File: src/rtl/core/assert_macros.svh
// Assertion macros shared by the ranging distance core.
// Relies on signals named clock and reset in the including module.
`ifndef ASSERT_MACROS_SVH
`define ASSERT_MACROS_SVH

// Plain property, sampled on the clock, off while reset is high.
`define DSTWR_ASSERT(label, prop, msg) \
   label: assert property (@(posedge clock) disable iff (reset) (prop)) \
      else $error(msg);

// Same-cycle implication.
`define DSTWR_ASSERT_IMPL(label, ante, cons, msg) \
   `DSTWR_ASSERT(label, (ante) |-> (cons), msg)

// Next-cycle implication.
`define DSTWR_ASSERT_NEXT(label, ante, cons, msg) \
   `DSTWR_ASSERT(label, (ante) |=> (cons), msg)

`endif

File: src/rtl/core/dstwr_pkg.sv
// Shared constants and types of the ranging distance core.
// No dependencies.
`default_nettype none

package dstwr_pkg;

   localparam int STAMP_BITS  = 40;
   localparam int SCALE_BITS  = 24;
   localparam int DIST_BITS   = 32;
   localparam int FRAC_BITS   = 16;
   localparam int DEN_BITS    = STAMP_BITS + 2;
   localparam int HALF_BITS   = (STAMP_BITS + 1) / 2;
   localparam int PROD_BITS   = 2 * STAMP_BITS;
   localparam int PP_LO_BITS  = STAMP_BITS + HALF_BITS;
   localparam int PP_HI_BITS  = PROD_BITS - HALF_BITS;
   localparam int PIECE_BITS  = (PROD_BITS + 3) / 4;
   localparam int MAG_PAD     = 4 * PIECE_BITS;
   localparam int SP_BITS     = PIECE_BITS + SCALE_BITS;
   localparam int NUM_BITS    = PROD_BITS + SCALE_BITS;
   localparam int DIV_BITS    = DEN_BITS + FRAC_BITS;
   localparam int HEAD_BITS   = NUM_BITS - DIST_BITS;
   localparam int NUM_CELLS   = DIST_BITS;

   localparam logic [SCALE_BITS-1:0] SCALE_RESET = SCALE_BITS'(307386);

   typedef logic [STAMP_BITS-1:0] stamp_type;
   typedef logic [SCALE_BITS-1:0] scale_type;
   typedef logic [DIST_BITS-1:0]  dist_type;

   // Payload handed from one divider cell to the next.
   typedef struct packed {
      logic [DIV_BITS-1:0]  dvsr;   // denominator << FRAC_BITS
      logic [DIV_BITS-1:0]  rem;    // partial remainder, below dvsr unless zero or sat
      logic [DIST_BITS-1:0] dvnd;   // low dividend bits still to shift in
      logic [DIST_BITS-1:0] quo;    // quotient bits so far
      logic                 zero;   // denominator was zero
      logic                 sat;    // quotient does not fit DIST_BITS
   } cell_data_type;

endpackage

`default_nettype wire

File: src/rtl/core/dstwr_div_cell.sv
// One restoring-division cell: retires one quotient bit per pass.
// Depends on dstwr_pkg and assert_macros.svh.
`default_nettype none

`include "assert_macros.svh"

module dstwr_div_cell (
   input  wire logic                     clock,
   input  wire logic                     reset,
   input  wire dstwr_pkg::cell_data_type in_data,
   input  wire logic                     in_valid,
   output logic                          in_ready,
   output dstwr_pkg::cell_data_type      out_data,
   output logic                          out_valid,
   input  wire logic                     out_ready
);

   localparam int DIV_BITS  = dstwr_pkg::DIV_BITS;
   localparam int DIST_BITS = dstwr_pkg::DIST_BITS;

   logic                     out_valid_ff;
   dstwr_pkg::cell_data_type data_in, data_ff;
   logic [DIV_BITS:0]        trial, diff;
   logic                     fits;

   assign in_ready = !out_valid_ff || out_ready;

   assign trial = {in_data.rem, in_data.dvnd[DIST_BITS-1]};
   assign diff  = trial - {1'b0, in_data.dvsr};
   assign fits  = (trial >= {1'b0, in_data.dvsr});

   always_comb begin
      data_in      = in_data;
      data_in.rem  = fits ? diff[DIV_BITS-1:0] : trial[DIV_BITS-1:0];
      data_in.dvnd = {in_data.dvnd[DIST_BITS-2:0], 1'b0};
      data_in.quo  = {in_data.quo[DIST_BITS-2:0], fits};
   end

   always_ff @(posedge clock) begin
      if (reset) begin
         out_valid_ff <= 1'b0;
      end else if (in_ready) begin
         out_valid_ff <= in_valid;
      end
   end

   always_ff @(posedge clock) begin
      if (in_ready && in_valid) begin
         data_ff <= data_in;
      end
   end

   assign out_data  = data_ff;
   assign out_valid = out_valid_ff;

   `DSTWR_ASSERT_IMPL(a_rem_below_dvsr,
      out_valid_ff && !data_ff.zero && !data_ff.sat,
      data_ff.rem < data_ff.dvsr, "partial remainder not below divisor")
   `DSTWR_ASSERT_NEXT(a_take_then_hold, in_valid && in_ready, out_valid_ff,
      "cell took a request but shows no result")

endmodule

`default_nettype wire

File: config.mk
export PLATFORM = sky130hd
export DESIGN_NAME = dstwr_div_cell
export DESIGN_NICKNAME = d
export VERILOG_FILES = /design/src/rtl/core/dstwr_pkg.sv /design/src/rtl/core/dstwr_div_cell.sv
export VERILOG_INCLUDE_DIRS = /design/src /design/src/rtl/core
export SDC_FILE = /design/constraint.sdc
export NUM_CORES = 1
export LEC_CHECK = 0
export ABC_AREA = 1
export BUFFER_PORTS_ARGS = -buffer_cell sky130_fd_sc_hd__buf_4
export CORE_MARGIN = 2
export CORE_UTILIZATION = 45
export DETAILED_ROUTE_END_ITERATION = 12
export PLACE_DENSITY_LB_ADDON = 0.08
export SYNTH_ARGS = -nofsm -noshare
export SYNTH_HDL_FRONTEND = slang
export SYNTH_SLANG_ARGS = --single-unit
File: constraint.sdc
create_clock -name clock -period 12.8 [get_ports clock]
set_input_delay 0 -clock clock [delete_from_list [all_inputs] [get_ports clock]]
set_output_delay 0 -clock clock [all_outputs]
set_load 0.005 [all_outputs]
# Yosys cells after proc, flatten, opt, wreduce, memory -nomap -nowiden

Index checks and enable logic that the tools add are counted.

Output and inout port bits: 184
Bits in registers: 182

Order comparisons: 1
Muxes and demuxes: 1
Reduce and logical (&&, ||, !) cells: 3
Add/sub/neg operators: 1

Operators by type and width:

| cell                | number |
|---|---|
| $ge A59 B58 Y1      | 1 |
| $mux W58            | 1 |
| $sub A58 B58 Y58    | 1 |
| $logic_and A1 B1 Y1 | 1 |
| $logic_not A1 Y1    | 1 |
| $logic_or A1 B1 Y1  | 1 |

# Longest topological paths before layout

Gate-level depths: netlist of the first run.

Depth in word-level cells: 3
Gate-level depth with buffers: 17

# Least setup slack after synthesis of the first run

No wires, ideal clock.

Path kind: register to register
Start point: register out_valid_ff (netlist: out_valid)
End point: register data_ff, in the netlist out_data[0] (enable)
Slack: 2.970 ns
Stages on the path, launching flop included: 2
Data required time: 12.019 ns
Data arrival time: 9.049 ns
Path through: dfxtp_1 -> a21oi_1

Longest elaborated chain between the ends: 3

RTL lines:

| item                   | RTL line             | source |
|---|---|---|
| from (decl)            | dstwr_div_cell.sv:21 | `logic out_valid_ff;` |
| from (signal assigned) | dstwr_div_cell.sv:43 | `out_valid_ff <= in_valid;` |
| $logic_not A1 Y1       | dstwr_div_cell.sv:26 | `assign in_ready = !out_valid_ff \|\| out_ready;` |
| $logic_or A1 B1 Y1     | dstwr_div_cell.sv:26 |  |
| $logic_and A1 B1 Y1    | dstwr_div_cell.sv:48 | `if (in_ready && in_valid) begin` |
| to (signal assigned)   | dstwr_div_cell.sv:49 | `data_ff <= data_in;` |
| to (decl)              | dstwr_div_cell.sv:22 | `dstwr_pkg::cell_data_type data_in, data_ff;` |

No other way between the ends.
A chain may end at the register's enable or synchronous reset.

==> results.json, run 1 <==
{
  "status": "finished, final reports clean",
  "tritoncts_clock_tree": "built",
  "via_per_inst": 4.74,
  "power_density_mw_per_mm2": 101,
  "end_kind": "register",
  "setup_ws_pre_cts_ns": 9.85,
  "synth_cell_type_count": 34,
  "critPathRequiredTime_ns": 13.11,
  "grt_antenna_before_repair": 0,
  "cts_sinks": 182,
  "timing.slew.headroom": 0.342,
  "setup_viol_count_final": 0,
  "track_usage": 0.298,
  "grt_pass1_wl_um": 64500,
  "vias": 12000,
  "post_route_cells_drive_above_1_share": 0.209,
  "layout_worst_path_cycle_share": 0.239,
  "ioPinCount": 370,
  "fin_ws_ns": 9.74,
  "clock_skew_ns": 0.00889,
  "die_width_um": 169,
  "antenna_cells_inserted": 0,
  "clkTransAtPathRegs_ns": 0.08,
  "crit_path_max_fanout": 60,
  "synthArstFlopShare": 0,
  "root_buffer": "sky130_fd_sc_hd__clkbuf_16",
  "crit_type": "in -> reg",
  "htree_levels": 4,
  "initialDrtViolationCount": 1040,
  "maxSlewViolCount": 0,
  "first_pass_iters": 5,
  "buffer_ports.inserted": 367,
  "synth_sequential_area_ratio": 0.448,
  "yosys_warnings": 0,
  "drtAntennaViolNets": 0,
  "die_y_um": 169,
  "postSynthAreaPerCell_sq_um": 7.52,
  "grt_pass1_vias": 11800,
  "slack_of_the_worst_reg_to_reg_path_ns": 10.62,
  "avgRoutedWirePerCell_um": 17.0,
  "min_path_type": "in -> reg",
  "fmaxAchievable_ghz": 0.326,
  "synth_top_flop_cell": "sky130_fd_sc_hd__edfxtp_1",
  "critical_path_arrival_ns": 3.37,
  "irDropWorstVdd_v": 0.0000840,
  "drt_drc_violations_left": 0,
  "leakagePower_nw": 9.24,
  "synth.ff_latch_count": 182,
  "clock_tree.buffer_depth": 2,
  "synth_top_cell_area_share": 0.446,
  "rsz_0062_raised_after_global_routing": "false",
  "timing_hold_violations_final": 0,
  "setup_total_negative_slack_ns": 0,
  "grt.overflow.total": 0,
  "area_of_the_core_sq_mm": 0.0267,
  "timing.final.crit_period_ns": 3.06,
  "placementRows": 60,
  "synth_fp_nets": 1864,
  "finalHoldWorstSlack_ns": 0.263,
  "finalWirelength_um": 42800,
  "maximum_number_of_pins_on_one_net_before_global_route_repair": 75,
  "placed_cells_incl_taps": 2312,
  "layoutNonFillerInstCount": 2526,
  "initial_core_util": 0.456,
  "post_synth_inst_count": 1619,
  "postCtsResizedCells": 0,
  "synth_area_sq_mm": 0.0122,
  "clock_buffers_created_by_tritoncts": 17,
  "worst_setup_path_start_kind": "input pin",
  "worst_skew_pair_later_pin_latency_ns": 0.45,
  "flow.area_growth_from_synthesis_pct": 44.9,
  "gpl.final_weighted_congestion": 0.967,
  "synth_edf_count": 181,
  "cts_setup_buffers": 0,
  "dieArea_sq_mm": 0.0284,
  "synth_largest_area_cell": "sky130_fd_sc_hd__edfxtp_1",
  "dp_hpwl_um": 32000,
  "drv.max_cap_violation_count": 0,
  "layout.nets": 2417,
  "worst-slew-pin-transition_ns": 0.987,
  "synth_area_leaders": "sky130_fd_sc_hd__edfxtp_1 45%, sky130_fd_sc_hd__nand2_1 19%, sky130_fd_sc_hd__inv_1 11%"
}
worst max-delay path: stages:
cell and delay (ns):
sky130_fd_sc_hd__dlygate4sd3_1 0.55, sky130_fd_sc_hd__buf_4 0.11, sky130_fd_sc_hd__inv_1 0.06, sky130_fd_sc_hd__ha_1 0.32, sky130_fd_sc_hd__nand2_1 0.21, sky130_fd_sc_hd__nor2_1 0.27
sky130_fd_sc_hd__nand2_1 0.22, sky130_fd_sc_hd__nor4_1 0.32, sky130_fd_sc_hd__nand2_1 0.10, sky130_fd_sc_hd__nand3_2 0.07, sky130_fd_sc_hd__buf_4 0.56, sky130_fd_sc_hd__nand3_1 0.39
sky130_fd_sc_hd__nand2_1 0.14
report_power, final:
group / total (W) / internal, W / switching (W) / leakage (nW)
Combinational: 0.000503 / 0.000219 / 0.000284 / 7.19
Clock: 0.000554 / 0.000266 / 0.000288 / 0.291
Sequential: 0.000732 / 0.000718 / 0.0000143 / 1.76
Total: 0.00179 / 0.00120 / 0.000587 / 9.24
placed cells by master (no fill, tap or decap), types with 2 or more instances in the layout:
cell	n
sky130_fd_sc_hd__nor3_1	12
sky130_fd_sc_hd__inv_8	3
sky130_fd_sc_hd__a21oi_1	31
sky130_fd_sc_hd__nand4_1	18
sky130_fd_sc_hd__and2_0	6
sky130_fd_sc_hd__nor2_2	8
sky130_fd_sc_hd__nand3_2	34
sky130_fd_sc_hd__o21ai_0	7
sky130_fd_sc_hd__nand2_1	623
sky130_fd_sc_hd__buf_4	371
sky130_fd_sc_hd__inv_12	2
sky130_fd_sc_hd__clkbuf_16	17
sky130_fd_sc_hd__clkinv_8	3
sky130_fd_sc_hd__ha_1	58
sky130_fd_sc_hd__nand3_1	103
sky130_fd_sc_hd__and2_1	7
sky130_fd_sc_hd__clkinv_4	2
sky130_fd_sc_hd__inv_1	368
sky130_fd_sc_hd__nor2_4	2
sky130_fd_sc_hd__edfxtp_1	181
sky130_fd_sc_hd__nor2_1	94
sky130_fd_sc_hd__inv_6	4
sky130_fd_sc_hd__xor2_1	29
sky130_fd_sc_hd__clkinv_1	2
sky130_fd_sc_hd__inv_2	5
sky130_fd_sc_hd__dlygate4sd3_1	182
registers in the layout (all words and copies together), names as in the netlist:
name and flops:
out_valid 1, out_data 181
final cells by class:
class                   instances  area (sq um)
fillers                      2300          9080
multi-input cells            1044          5150
clock inverters                15           171
repair buffers                553          4610
clock buffers                  17           425
well taps                     341           427
flip-flops and latches        182          5460
inverters                     374          1400
through the flow:
step	instance area, sq um	power (W)	util
final	17600	0.00179	0.660
after detailed placement	15200	0.00119	0.570
after CTS	17600	0.00179	0.660
after floorplan	12200	0.000997	-
after global placement	15200	0.00119	0.570
after global routing	17600	0.00187	0.660
cells in the mapped netlist (2+ instances only):
cell,number
sky130_fd_sc_hd__xor2_1,29
sky130_fd_sc_hd__nor3_1,12
sky130_fd_sc_hd__and2_1,7
sky130_fd_sc_hd__o21ai_0,7
sky130_fd_sc_hd__nor2_4,2
sky130_fd_sc_hd__buf_1,2
sky130_fd_sc_hd__inv_1,368
sky130_fd_sc_hd__nor2_1,94
sky130_fd_sc_hd__nor2_2,8
sky130_fd_sc_hd__nand4_1,18
sky130_fd_sc_hd__nand3_1,103
sky130_fd_sc_hd__a21oi_1,32
sky130_fd_sc_hd__edfxtp_1,181
sky130_fd_sc_hd__and2_0,6
sky130_fd_sc_hd__nand3_2,34
sky130_fd_sc_hd__ha_1,58
sky130_fd_sc_hd__clkbuf_1,2
sky130_fd_sc_hd__buf_6,13
sky130_fd_sc_hd__inv_2,5
sky130_fd_sc_hd__nand2_2,2
sky130_fd_sc_hd__nand2_1,623
worst paths after layout:
| path | startpoint | endpoint | cells after the start |
|---|---|---|---|
| max | in_data[181] | out_data[108] | 13 |
| max reg2reg | out_valid | out_data[146] | 3 |
| min reg2reg | out_valid | out_data[145] | 2 |
| min | in_data[50] | out_data[51] | 2 |
logic make-up (layout without fill, tap and decap cells):
group | Yosys count | after routing | share of synthesized area
AOI/OAI and AO/OA | 41 | 41 | 0.0171
xor gates and xnor gates | 29 | 29 | 0.0209
adders and majority gates | 59 | 59 | 0.0612
buffers and inverters | 393 | 959 | 0.130
DFF | 182 | 182 | 0.448
other | 1 | 1 | 0.000308
and+or+nand+nor | 914 | 914 | 0.322
what timing repair did:
action	4_1_cts	5_1_grt
endpoints found under the setup margin	0	0
hold endpoints to repair	181	0
hold buffers	182	0
per-layer routing:
metal / global-route usage / up-vias / part of all wire
li1: - / 6093 / -
met1: 0.396 / 5437 / 0.44
met2: 0.509 / 415 / 0.48
met3: 0.0461 / 38 / 0.064
met4: 0.0787 / 0 / 0.020
met5: 0 / - / 0
Note: power is estimated with default switching activity, not from simulation.
==> inputs of run 2 (changes only) <==
Clock period 12.8 ns to 2.84 ns, I/O delays scaled along.
==> run 2 against run 1 <==
  * Critical endpoint is now out_data[115]
  * First-iteration DRC count fell by 17%
  * Largest cell class unchanged
  * Die area stayed put
  * Core utilization grew 0.55 points
  * Highest routed layer unchanged
  * Wire length increased by 3.6%
  * Global-route usage rose by 1.3 points
  * Sequential cell count unchanged
==> results.json, run 2 (synthesized netlist as in run 1, its figures left out) <==
{
  "status": "finished, final reports clean",
  "via_per_inst": 4.79,
  "critPathMostFrequentCell": "sky130_fd_sc_hd__nand2_1",
  "fmaxAchievable_ghz": 0.384,
  "totalPowerFinal_w": 0.00809,
  "ioPinCount": 370,
  "die_y_um": 169,
  "tritoncts_clock_tree": "built",
  "postLayoutCoreUtil": 0.666,
  "irDropWorstVdd_v": 0.000442,
  "avgRoutedWirePerCell_um": 17.5,
  "first_pass_iters": 6,
  "final_cell_mix": "623 x sky130_fd_sc_hd__nand2_1, 374 x sky130_fd_sc_hd__buf_4, 368 x sky130_fd_sc_hd__inv_1",
  "critical_path_buf_inv_count": 3,
  "post_route_cells_drive_above_1_share": 0.213,
  "layout.nets": 2426,
  "gpl.final_weighted_congestion": 0.956,
  "critPathRequiredTime_ns": 3.16,
  "num-fill-cells": 2227,
  "maximum_number_of_pins_on_one_net_before_global_route_repair": 61,
  "flow.area_growth_from_synthesis_pct": 46.1,
  "leakagePower_nw": 9.30,
  "grt_pass1_wl_um": 67400,
  "crit_type": "in -> reg",
  "multi_input_comb_area_sq_mm": 0.00515,
  "worst-slew-pin-transition_ns": 0.669,
  "critPathSlowestCell": "sky130_fd_sc_hd__dlygate4sd3_1",
  "cts_sinks": 182,
  "final_area_sq_mm": 0.0178,
  "timing.final.crit_period_ns": 2.60,
  "layoutNonFillerInstCount": 2536,
  "dieArea_sq_mm": 0.0284,
  "track_usage": 0.311,
  "grt_antenna_before_repair": 1,
  "clock_buffers_created_by_tritoncts": 17,
  "dp_hpwl_um": 33100,
  "drt_drc_violations_left": 0,
  "regArea_sq_mm": 0.00546,
  "cts_setup_buffers": 0,
  "min_path_type": "in -> reg",
  "setup_viol_count_final": 0,
  "setup_total_negative_slack_ns": 0,
  "timing_hold_violations_final": 0,
  "htree_levels": 4,
  "placementRows": 60,
  "initialDrtViolationCount": 866,
  "grt.overflow.total": 0,
  "placed_cells_incl_taps": 2321,
  "drv.max_cap_violation_count": 0,
  "clock_tree.buffer_depth": 2,
  "slack_of_the_worst_reg_to_reg_path_ns": 1.19,
  "buffer_ports.inserted": 367,
  "path_delay_family": "simple AND/OR/NAND/NOR gates",
  "clkTransAtPathRegs_ns": 0.09,
  "crit_path_max_fanout": 60,
  "drtAntennaViolNets": 0,
  "layout_commonest_cell": "sky130_fd_sc_hd__nand2_1",
  "clock_skew_ns": 0.0165,
  "layout_worst_path_cycle_share": 0.916,
  "critPathMaxStageDelay_ns": 0.56,
  "critical_path_arrival_ns": 2.92,
  "maxSlewViolCount": 0,
  "timing.slew.headroom": 0.553,
  "end_kind": "register",
  "root_buffer": "sky130_fd_sc_hd__clkbuf_16",
  "vias": 12100,
  "initial_core_util": 0.456,
  "post_dp_cell_area_sq_mm": 0.0154,
  "timing.critical_path.cells": "dlygate4sd3_1 -> buf_4 -> ha_1 -> nand2_1 -> nor2_1 -> nand2_1 -> nor4_1 -> nand2_1 -> nand3_2 -> buf_12 -> nand3_1 -> nand2_1",
  "rsz_0062_raised_after_global_routing": "false",
  "worst_skew_pair_later_pin_latency_ns": 0.45,
  "worst_setup_path_start_kind": "input pin",
  "grt_pass1_vias": 12000,
  "finalWirelength_um": 44400,
  "die_width_um": 169,
  "number_of_flip_flops_under_the_largest_register_name": 181,
  "power_density_mw_per_mm2": 455,
  "area_of_the_core_sq_mm": 0.0267
}
[run 2: layout make-up]
type / count / share of cell area
diodes: 1 / 0.000141
clock buffers: 17 / 0.0239
clock inverters: 15 / 0.00992
inverters: 374 / 0.0789
multi-input cells: 1044 / 0.289
flip-flops and latches: 182 / 0.307
well taps: 341 / 0.0240
repair buffers: 562 / 0.267
[run 2: where the power goes]
| part | switching, W | internal [W] |
|---|---|---|
| Combinational | 0.00130 | 0.00101 |
| Sequential | 0.0000675 | 0.00323 |
| Clock | 0.00127 | 0.00119 |
[run 2: path summary, 6_finish.rpt]
kind,from,to,depth (start not counted)
max reg2reg,out_valid,out_data[126],2
min,in_valid,out_data[47],3
max,in_data[114],out_data[115],12
min reg2reg,out_valid,out_data[47],1
[run 2: stage by stage]
stage | setup slack, ns | hold WS [ns]
after floorplan | -0.905 | 0.0617
after global routing | 0.0823 | 0.0928
after detailed placement | 0.421 | 0.153
after global placement | 0.432 | 0.151
after CTS | 0.319 | 0.0794
final | 0.237 | 0.0954
[run 2: per-layer routing]
layer	share of wire	up-vias	wire length, um	track usage
met1	0.44	5581	19700	0.415
met2	0.47	416	21100	0.529
met3	0.060	42	2660	0.0505
li1	-	6109	-	-
met4	0.021	0	916	0.0817
met5	0	-	0	0
[run 2: worst register-to-register path, stage by stage (launching register included)]
cell and delay, ns:
sky130_fd_sc_hd__dfxtp_2 0.35, sky130_fd_sc_hd__a21oi_4 0.56, sky130_fd_sc_hd__buf_12 0.37
[run 2: what timing repair did]
action                    CTS  global route
hold buffers              182             0
resized for setup           0             0
hold endpoints to repair  181             0
